<file path="src/design/bsdt_pkg.sv">
package bsdt_pkg;

  localparam int RPM_W      = 12;
  localparam int CFG_W      = 16;
  localparam int CFG_IDX_W  = 2;
  localparam int SPEED_W    = 26;
  localparam int DIST_W     = 48;
  localparam int TIME_W     = 32;
  localparam int QUOT_W     = 16;
  localparam int STEP_CNT_W = 4;
  localparam int RPM60_W    = RPM_W + 6;
  localparam int PROD_W     = RPM60_W + CFG_W;
  localparam int SPEED_SHIFT = 8;

  // Register indexes on the configuration port
  localparam logic [CFG_IDX_W-1:0] REG_DIST_PER_REV = 2'd0;
  localparam logic [CFG_IDX_W-1:0] REG_TIMEOUT_MS   = 2'd1;
  localparam logic [CFG_IDX_W-1:0] REG_SPEED_FALL   = 2'd2;

  localparam logic [CFG_W-1:0] DIST_PER_REV_RST = 16'd13307;
  localparam logic [CFG_W-1:0] TIMEOUT_MS_RST   = 16'd3000;
  localparam logic [CFG_W-1:0] SPEED_FALL_RST   = 16'd33;

  localparam logic [QUOT_W-1:0]  MS_PER_MINUTE = 16'd60000;
  localparam logic [RPM60_W-1:0] MIN_PER_HOUR  = 18'd60;

  localparam logic MODE_TICK = 1'b0;
  localparam logic MODE_REV  = 1'b1;

  typedef struct packed {
    logic capture;
    logic tick;
    logic rev;
    logic div_step;
    logic commit;
    logic publish;
  } bsdt_cmd_t;

  typedef struct packed {
    logic mode;
    logic late;
    logic div_last;
    logic out_free;
  } bsdt_status_t;

endpackage

</file>
<file path="src/design/bsdt_ctrl.sv">
module bsdt_ctrl import bsdt_pkg::*; (
  input  logic         clk,
  input  logic         rst,
  input  logic         in_valid,
  output logic         in_stall,
  input  bsdt_status_t status,
  output bsdt_cmd_t    cmd
);

  typedef enum logic [2:0] {
    IDLE,
    EXEC,
    DIV,
    COMMIT,
    PUB
  } state_t;

  state_t state;
  state_t state_next;

  assign in_stall = (state != IDLE);

  always_comb begin
    cmd        = '0;
    state_next = state;
    case (state)
      IDLE: begin
        if (in_valid) begin
          cmd.capture = 1'b1;
          state_next  = EXEC;
        end
      end
      EXEC: begin
        if (status.mode == MODE_TICK) begin
          cmd.tick   = 1'b1;
          state_next = PUB;
        end else begin
          cmd.rev    = 1'b1;
          state_next = status.late ? PUB : DIV;
        end
      end
      DIV: begin
        cmd.div_step = 1'b1;
        if (status.div_last) state_next = COMMIT;
      end
      COMMIT: begin
        cmd.commit = 1'b1;
        state_next = PUB;
      end
      PUB: begin
        if (status.out_free) begin
          cmd.publish = 1'b1;
          state_next  = IDLE;
        end
      end
      default: state_next = IDLE;
    endcase
  end

  always_ff @(posedge clk) begin
    if (rst) begin
      state <= IDLE;
    end else begin
      state <= state_next;
    end
  end

  // An in-time revolution always runs the divider
  a_rev_to_div: assert property (@(posedge clk) disable iff (rst)
    state == EXEC && status.mode == MODE_REV && !status.late |=> state == DIV)
    else $error("in-time revolution skipped the divider");

  // The divider runs its full step count
  a_div_hold: assert property (@(posedge clk) disable iff (rst)
    state == DIV && !status.div_last |=> state == DIV)
    else $error("divider left early");

  // A waiting result blocks the return to idle
  a_pub_wait: assert property (@(posedge clk) disable iff (rst)
    state == PUB && !status.out_free |=> state == PUB)
    else $error("result dropped while output busy");

endmodule

</file>
<file path="src/design/bsdt_dp.sv">
module bsdt_dp import bsdt_pkg::*; (
  input  logic                 clk,
  input  logic                 rst,
  input  bsdt_cmd_t            cmd,
  output bsdt_status_t         status,
  input  logic                 cfg_we,
  input  logic [CFG_IDX_W-1:0] cfg_index,
  input  logic [CFG_W-1:0]     cfg_data,
  input  logic                 mode,
  input  logic [RPM_W-1:0]     rpm,
  output logic                 out_valid,
  input  logic                 out_stall,
  output logic [SPEED_W-1:0]   speed,
  output logic [DIST_W-1:0]    distance,
  output logic [TIME_W-1:0]    riding_ms,
  output logic                 timed_out
);

  logic [CFG_W-1:0] wheel_travel;
  logic [CFG_W-1:0] timeout_ms;
  logic [CFG_W-1:0] speed_falloff;

  logic [TIME_W-1:0]  now_ms;
  logic [TIME_W-1:0]  last_rev_time;
  logic [TIME_W-1:0]  next_rev_time;
  logic [SPEED_W-1:0] speed_reg;
  logic [DIST_W-1:0]  distance_reg;
  logic [TIME_W-1:0]  riding_time;
  logic               late_q;

  logic                  mode_q;
  logic [RPM_W-1:0]      rpm_q;
  logic [PROD_W-1:0]     prod;
  logic [QUOT_W-1:0]     quot;
  logic [RPM_W-1:0]      rem;
  logic [STEP_CNT_W-1:0] step_cnt;

  logic [TIME_W-1:0]  elapsed;
  logic               late_now;
  logic [TIME_W-1:0]  now_inc;
  logic [DIST_W:0]    dist_sum;
  logic [RPM60_W-1:0] rpm60;
  logic [RPM_W:0]     trial;
  logic               fits;
  logic               out_free;

  assign elapsed  = now_ms - last_rev_time;
  assign late_now = (elapsed >= {{(TIME_W-CFG_W){1'b0}}, timeout_ms});
  assign now_inc  = now_ms + 1'b1;
  assign dist_sum = {1'b0, distance_reg} + {{(DIST_W-CFG_W+1){1'b0}}, wheel_travel};
  assign rpm60    = RPM60_W'(rpm_q) * MIN_PER_HOUR;
  // restoring divide, one quotient bit per step
  assign trial    = {rem, quot[QUOT_W-1]};
  assign fits     = (trial >= {1'b0, rpm_q});
  assign out_free = !out_valid || !out_stall;

  assign status.mode     = mode_q;
  assign status.late     = late_now;
  assign status.div_last = (step_cnt == {STEP_CNT_W{1'b1}});
  assign status.out_free = out_free;

  always_ff @(posedge clk) begin
    if (rst) begin
      wheel_travel  <= DIST_PER_REV_RST;
      timeout_ms    <= TIMEOUT_MS_RST;
      speed_falloff <= SPEED_FALL_RST;
    end else if (cfg_we) begin
      case (cfg_index)
        REG_DIST_PER_REV: wheel_travel  <= cfg_data;
        REG_TIMEOUT_MS:   timeout_ms    <= cfg_data;
        REG_SPEED_FALL:   speed_falloff <= cfg_data;
        default: ;
      endcase
    end
  end

  always_ff @(posedge clk) begin
    if (rst) begin
      now_ms        <= '0;
      last_rev_time <= '0;
      next_rev_time <= '0;
      speed_reg     <= '0;
      distance_reg  <= '0;
      riding_time   <= '0;
      late_q        <= 1'b0;
      out_valid     <= 1'b0;
    end else begin
      if (cmd.tick) begin
        late_q <= 1'b0;
        now_ms <= now_inc;
        if (speed_reg != '0 && riding_time != {TIME_W{1'b1}})
          riding_time <= riding_time + 1'b1;
        if (now_inc > next_rev_time) begin
          if (speed_reg > {{(SPEED_W-CFG_W){1'b0}}, speed_falloff})
            speed_reg <= speed_reg - {{(SPEED_W-CFG_W){1'b0}}, speed_falloff};
          else
            speed_reg <= '0;
        end
      end
      if (cmd.rev) begin
        late_q        <= late_now;
        last_rev_time <= now_ms;
        if (late_now) begin
          speed_reg <= '0;
        end else begin
          distance_reg <= dist_sum[DIST_W] ? {DIST_W{1'b1}} : dist_sum[DIST_W-1:0];
        end
      end
      if (cmd.commit) begin
        speed_reg     <= prod[SPEED_SHIFT +: SPEED_W];
        next_rev_time <= (rpm_q == '0) ? '0 : now_ms + {{(TIME_W-QUOT_W){1'b0}}, quot};
      end
      if (cmd.publish) out_valid <= 1'b1;
      else if (!out_stall) out_valid <= 1'b0;
    end
  end

  // Item capture, multiplier, divider and output word: no reset needed
  always_ff @(posedge clk) begin
    if (cmd.capture) begin
      mode_q <= mode;
      rpm_q  <= rpm;
    end
    if (cmd.rev) begin
      prod     <= PROD_W'(rpm60) * PROD_W'(wheel_travel);
      quot     <= MS_PER_MINUTE + QUOT_W'(rpm_q >> 1);
      rem      <= '0;
      step_cnt <= '0;
    end
    if (cmd.div_step) begin
      rem      <= fits ? RPM_W'(trial - {1'b0, rpm_q}) : trial[RPM_W-1:0];
      quot     <= {quot[QUOT_W-2:0], fits};
      step_cnt <= step_cnt + 1'b1;
    end
    if (cmd.publish) begin
      speed     <= speed_reg;
      distance  <= distance_reg;
      riding_ms <= riding_time;
      timed_out <= late_q;
    end
  end

  a_pub_free: assert property (@(posedge clk) disable iff (rst)
    cmd.publish |-> (!out_valid || !out_stall))
    else $error("output word overwritten while stalled");

  a_tick_no_rise: assert property (@(posedge clk) disable iff (rst)
    cmd.tick |=> speed_reg <= $past(speed_reg))
    else $error("speed rose on a tick");

  a_clock_hold: assert property (@(posedge clk) disable iff (rst)
    !cmd.tick |=> now_ms == $past(now_ms))
    else $error("clock moved without a tick");

endmodule

</file>
<file path="src/design/bike_speed_distance_tracker_core.sv">
// Bicycle computer core: speedometer, odometer and riding timer.
// Input channel (in_valid / in_stall): one word per event; mode 0 is a
// one-millisecond tick, mode 1 a wheel revolution report carrying rpm.
// Output channel (out_valid / out_stall): exactly one word per input word,
// holding speed (2^-16 mph), distance (2^-24 mile), riding_ms and timed_out.
// Configuration: cfg_we / cfg_index / cfg_data write distance_per_rev (0),
// timeout_ms (1) and speed_falloff (2); write only while the core is idle.
// Sequence: a tick goes from acceptance through execute to publish; an
// in-time revolution also runs the 16-step restoring divider that works
// out round(60000/rpm) and then commits; a late revolution skips the
// divider. One word is in work at a time; in_stall is high from acceptance
// until the result is loaded into the output register.
// The output register decouples the sides: a new word is accepted while the
// previous result waits. If the receiver stalls with a result still held,
// the next result waits in the controller and the input stays stalled.
// Reset (rst, synchronous) restores the register defaults, zeroes clock,
// speed, distance and riding time, and empties the output register.
module bike_speed_distance_tracker_core import bsdt_pkg::*; (
  input  logic                 clk,
  input  logic                 rst,
  // input words
  input  logic                 in_valid,
  output logic                 in_stall,
  input  logic                 mode,
  input  logic [RPM_W-1:0]     rpm,
  // result words
  output logic                 out_valid,
  input  logic                 out_stall,
  output logic [SPEED_W-1:0]   speed,
  output logic [DIST_W-1:0]    distance,
  output logic [TIME_W-1:0]    riding_ms,
  output logic                 timed_out,
  // configuration writes
  input  logic                 cfg_we,
  input  logic [CFG_IDX_W-1:0] cfg_index,
  input  logic [CFG_W-1:0]     cfg_data
);

  bsdt_cmd_t    cmd;
  bsdt_status_t status;

  // sequencer: capture, execute, divide, commit, publish
  bsdt_ctrl u_ctrl (
    .clk      (clk),
    .rst      (rst),
    .in_valid (in_valid),
    .in_stall (in_stall),
    .status   (status),
    .cmd      (cmd)
  );

  // state registers, multiplier, divider and output register
  bsdt_dp u_dp (
    .clk       (clk),
    .rst       (rst),
    .cmd       (cmd),
    .status    (status),
    .cfg_we    (cfg_we),
    .cfg_index (cfg_index),
    .cfg_data  (cfg_data),
    .mode      (mode),
    .rpm       (rpm),
    .out_valid (out_valid),
    .out_stall (out_stall),
    .speed     (speed),
    .distance  (distance),
    .riding_ms (riding_ms),
    .timed_out (timed_out)
  );

endmodule

</file>
<file path="config.mk">
export PLATFORM = sky130hd
export DESIGN_NAME = bike_speed_distance_tracker_core
export DESIGN_NICKNAME = d
export VERILOG_FILES = /design/src/design/bsdt_pkg.sv /design/src/design/bsdt_ctrl.sv /design/src/design/bsdt_dp.sv /design/src/design/bike_speed_distance_tracker_core.sv
export SDC_FILE = /design/constraint.sdc
export NUM_CORES = 2
export LEC_CHECK = 0
export BUFFER_PORTS_ARGS = -buffer_cell sky130_fd_sc_hd__buf_2
export CAP_MARGIN = 20
export CORE_MARGIN = 3
export CORE_UTILIZATION = 57
export CTS_CLUSTER_SIZE = 24
export DETAILED_ROUTE_END_ITERATION = 10
export PLACE_DENSITY = 0.75
export SYNTH_ARGS = -nofsm -noshare
export SYNTH_HDL_FRONTEND = slang
export SYNTH_SLANG_ARGS = --single-unit
export TNS_END_PERCENT = 5
</file>
<file path="constraint.sdc">
create_clock -name clk -period 9.85 [get_ports clk]
set_clock_uncertainty 0.05 [all_clocks]
set_input_delay 0.4925 -clock clk [delete_from_list [all_inputs] [get_ports clk]]
set_output_delay 0.4925 -clock clk [all_outputs]
set_load 0.01 [all_outputs]
</file>
Word-level counts from Yosys, hierarchy flattened:

Cells that the tools add are included.

* flip-flop bits (word level): 439
* latch bits: 0
* memory bits (writable): 0
* bits in read-only memories: 0
* input port bits: 36
* output and inout bits: 109
* word-level logic and storage cells: 101
* memories: 0

* $add $sub $neg: 9
* multipliers: 2
* div/mod/pow operators: 0
* magnitude comparators: 4
* eq/ne operators: 12
* shifts and indexed selects: 0
* multiplexer cells: 34
* bitwise operators: 1
* reduce and logical (&&, ||, !) cells: 17

Operator list (number)
* $mux W26: 6
* $add A32 B1 Y32 const B: 2
* $add A48 B16 Y49: 1
* $mux W48: 1
* $mux W12: 3
* $add A32 B16 Y32: 1
* $ge A32 B16 Y1: 1
* $gt A32 B32 Y1: 1
* $mul A16 B16 Y32: 1
* $mux W16: 2
* $mux W32: 1
* $ne A32 B32 Y1 const B: 1
* $sub A32 B32 Y32: 1
* $gt A26 B16 Y1: 1
* $reduce_bool A26 Y1: 1
* $sub A26 B16 Y26: 1
* $mul A12 B4 Y16 const B: 1
* $add A14 B12 Y15 const A: 1
* $mux W3: 5
* $pmux W3 S5: 1
* $ge A13 B12 Y1: 1
* $logic_not A12 Y1: 1
* $mux W1: 12
* $sub A12 B12 Y12: 1
* 21 further kinds: 31

Depth between registers and ports, before layout:

* word-level depth: 7
* depth in mapped cells: 37
* depth with buffers taken out: 36

Hierarchy:

Synthesis repeated with hierarchy kept, for this count alone.

* cell total of the unflattened synthesis: 3441
* area total of the unflattened synthesis: 31919.4 µm²

By module, submodules not included
* bsdt_dp: times used 1, cells each 3416, area an instance 31689.1 µm², sequential area each 10390.0 µm²
* bsdt_ctrl: times used 1, cells each 25, area an instance 230.2 µm², sequential area each 60.1 µm²

Worst setup path after synthesis:

No wires, ideal clock.

* path type: register to register
* start: register u_dp.rpm_q[0]
* end: register u_dp.prod[33], data pin
* library setup time: 0.266 ns
* data arrival time: 9.050 ns
* required time: 9.534 ns
* path slack: 0.484 ns
* stages on the path, launching flop included: 36
* buffers on the path: 1
* period minus slack after synthesis: 9.366 ns
* path through: edfxtp_1 > fa_1 > inv_1 > fa_1 > inv_1 > fa_1 > a21o_1 > a21oi_1 > o21bai_1 > a21oi_1 > o21bai_1 > a21oi_1 > o21ai_0 > o41ai_1 > xnor2_1 > clkbuf_1 > nand2_1 > fa_1 > fa_1 > inv_1 > fa_1 > fa_1 > fa_1 > inv_1 > fa_1 > inv_1 > ha_1 > a21o_1 > a21o_1 > a21oi_1 > o21ai_0 > a21o_1 > a221o_1 > a41o_1 > o41ai_1 > xnor2_1

* word-level cells in the longest chain between the ends: 2

Ends and longest elaborated chain
* start: declaration: RTL line bsdt_dp.sv:32 `logic [RPM_W-1:0] rpm_q;`
* start signal: assignment: RTL line bsdt_dp.sv:122 `rpm_q <= rpm;`
* $mul A12 B4 Y16: RTL line bsdt_dp.sv:51 `assign rpm60 = RPM60_W'(rpm_q) * MIN_PER_HOUR;`
* $mul A16 B16 Y32: RTL line bsdt_dp.sv:125 `prod <= PROD_W'(rpm60) * PROD_W'(wheel_travel);`
* end signal: assignment: RTL line bsdt_dp.sv:125
* end: declaration: RTL line bsdt_dp.sv:33 `logic [PROD_W-1:0] prod;`

Every way passes these cells.
A chain may end at the register's enable or synchronous reset.

Worst setup path in the final report:

* start: register u_dp.rpm_q[1]
* end: register u_dp.prod[32], data pin

Same word-level chain as after synthesis.

==> impl_metrics.tcl <==
set metrics [dict create \
    outcome "complete, no violations" \
    gp_congestion 0.9058 \
    syn_avg_cell_area_sq_um 9.194 \
    final_common_cell "nand2_1" \
    netlist_instances 3498 \
    grt_first_pass_wirelength_microns 125500 \
    grt_usage_pct 25.80 \
    nets 4115 \
    ant_nets 0 \
    slew_viol_final 0 \
    core_area_sq_mm 0.05542 \
    clk_pin_slew_ps 60 \
    synth_compound_area_share_pct 12.32 \
    ctsHoldBuffers 0 \
    post-route-period-util_pct 95.35 \
    worstSetupPathType "reg2reg" \
    worst_path_dominant_cell_family "adder cells" \
    synth_edf_count 178 \
    grt_pass1_vias 24350 \
    clockRootBuffer "clkbuf_16" \
    worst-path-buf-inv 6 \
    synth_fa_ha_area_share_pct 24.25 \
    synth_cell_types 92 \
    slew_headroom_pct 27.03 \
    seq_area_frac_synth_pct 32.49 \
    drv_cap 0 \
    crit_required_ps 10120 \
    synthMuxAreaShare_pct 0.9064 \
    finalSetupTns_ps 0 \
    drtIter0Drc 1719 \
    grt_max_degree 76 \
    numCtsBuffers 45 \
    path_common_cell "fa_1" \
    antenna_found_initial 3 \
    htree_levels 2 \
    final_cell_mix "421 x nand2_1, 393 x inv_1, 273 x ha_1" \
    critPathSlowestCell "fa_1" \
    die-height_microns 243.5 \
    grt_overflow 0 \
    min_period_ps 9392 \
    syn2layout_area_growth_pct 9.348 \
    design_area_sq_mm 0.03517 \
    dieArea_sq_mm 0.05931 \
    synth-xor-area-share_pct 5.446 \
    fin_cells 4375 \
    async_reset_ff_share_pct 0 \
    initial_core_util_pct 58.04 \
    synth_nets 4026 \
    rows 86 \
    cts_tree "done" \
    synth.cell_area_sq_mm 0.03216 \
    start_kind "flip-flop" \
    hpwl_microns 57320 \
    fin_hold_ws_ps 35.75 \
    cpPeakStageDelay_ps 590 \
    drc 0 \
    path_max_fanout 5 \
    worstPathArrival_ps 9660 \
    ys.flop_type "dfxtp_1" \
    routed_via_density 5.691 \
    vias 24900 \
    yosysWarnings 0 \
    hold_viol 0 \
    endpoint_kind "flip-flop" \
    routed_wl_microns 76290 \
    portBuffers 144 \
    clock.fmax_mhz 106.5 \
    placed_cell_area_sq_mm 0.03356 \
    ioPinCount 145 \
    clk_path_buf_depth 3 \
    clk_latency_ps 590 \
    dp.cells 4281 \
    avgRoutedWirePerCell_microns 17.44 \
    firstDrtPassIters 6 \
    clock-sinks 433 \
    hold_path.class "in2reg" \
    fill_cells 4572 \
    largest_reg_flops 96 \
    final_layout_size_suffix_gt1_share_pct 9.026 \
    tightest_slew_ps 1092 \
    die_w_microns 243.5 \
    synth_top_family_by_area "adder cells" \
    synthSimpleGateAreaFrac_pct 18.09 \
    ys_ff_latch 433 \
    setup_violations 0 \
]
## cells in the mapped netlist, types with 45 or more instances
| cell type | count | area share, % |
|---|---|---|
| nor2_1 | 236 | 2.8 |
| inv_1 | 394 | 4.6 |
| ha_1 | 273 | 11 |
| clkbuf_1 | 116 | 1.4 |
| a21oi_1 | 190 | 3.0 |
| nand4_1 | 47 | 0.91 |
| edfxtp_1 | 178 | 17 |
| nand3_1 | 82 | 1.3 |
| xor2_1 | 101 | 2.8 |
| and2_1 | 140 | 2.7 |
| nor3_1 | 66 | 1.0 |
| xnor2_1 | 99 | 2.7 |
| nand2_1 | 421 | 4.9 |
| dfxtp_1 | 255 | 16 |
| fa_1 | 219 | 14 |
| o21ai_0 | 98 | 1.5 |
| and3_1 | 45 | 0.88 |
## cell families (layout without fill, tap and decap cells)
| kind of cell | count (synthesis) | in the layout |
|---|---|---|
| mux | 28 | 28 |
| xor+xnor | 200 | 200 |
| fa+ha+maj | 492 | 492 |
| flops | 433 | 433 |
| compound gates | 605 | 605 |
| other cells | 0 | 4 |
| buf+inv | 543 | 668 |
| simple gates | 1197 | 1197 |
## path summary, 6_finish.rpt
kind | slack, ps | end | startpoint | depth (start not counted)
worst max register to register | 460 | u_dp.prod[32]$_DFFE_PP_ | u_dp.rpm_q[1]$_DFFE_PP_ | 36
worst min-delay path | 40 | u_dp.rpm_q[7]$_DFFE_PP_ | rpm[7] | 1
worst max-delay path | 460 | u_dp.prod[32]$_DFFE_PP_ | u_dp.rpm_q[1]$_DFFE_PP_ | 36
worst min register to register | 390 | u_dp.timed_out$_DFFE_PP_ | u_dp.late_q$_SDFFE_PP0P_ | 0
## through the flow
stage	utilization, %	setup WS [ps]
after floorplan	-	484.0
final	63.46	458.2
after global placement	60.53	311.7
after detailed placement	60.56	114.5
after global routing	63.45	-21.04
after CTS	63.26	79.17
## cell type report
type | instances | area, sq um | area share [%]
Antenna cell | 4 | 10.01 | 0.02846
Timing Repair Buffer | 190 | 1084 | 3.081
Tap cell | 748 | 935.9 | 2.661
Clock inverter | 17 | 135.1 | 0.3842
Multi-Input combinational cell | 2522 | 19710 | 56.04
Inverter | 395 | 1483 | 4.216
Sequential cell | 433 | 10450 | 29.71
Clock buffer | 66 | 1363 | 3.874
## what timing repair did
action	in CTS	in global routing
buffers inserted	0	6
endpoints found under the setup margin	0	6
resized for setup	0	11
## layer usage
layer  global-route usage (%)  vias to the layer above  wire length [microns]
met3                    3.841                      134                   5158
met5                        0                        -                     32
li1                         -                    12080                      -
met1                    36.78                    11900                  34860
met2                    40.81                      783                  34120
met4                    8.019                        4                   2118
Power is left out: the tool's default activity adds up to more than one toggle a clock period on the data nets, which glitch-free logic cannot reach.
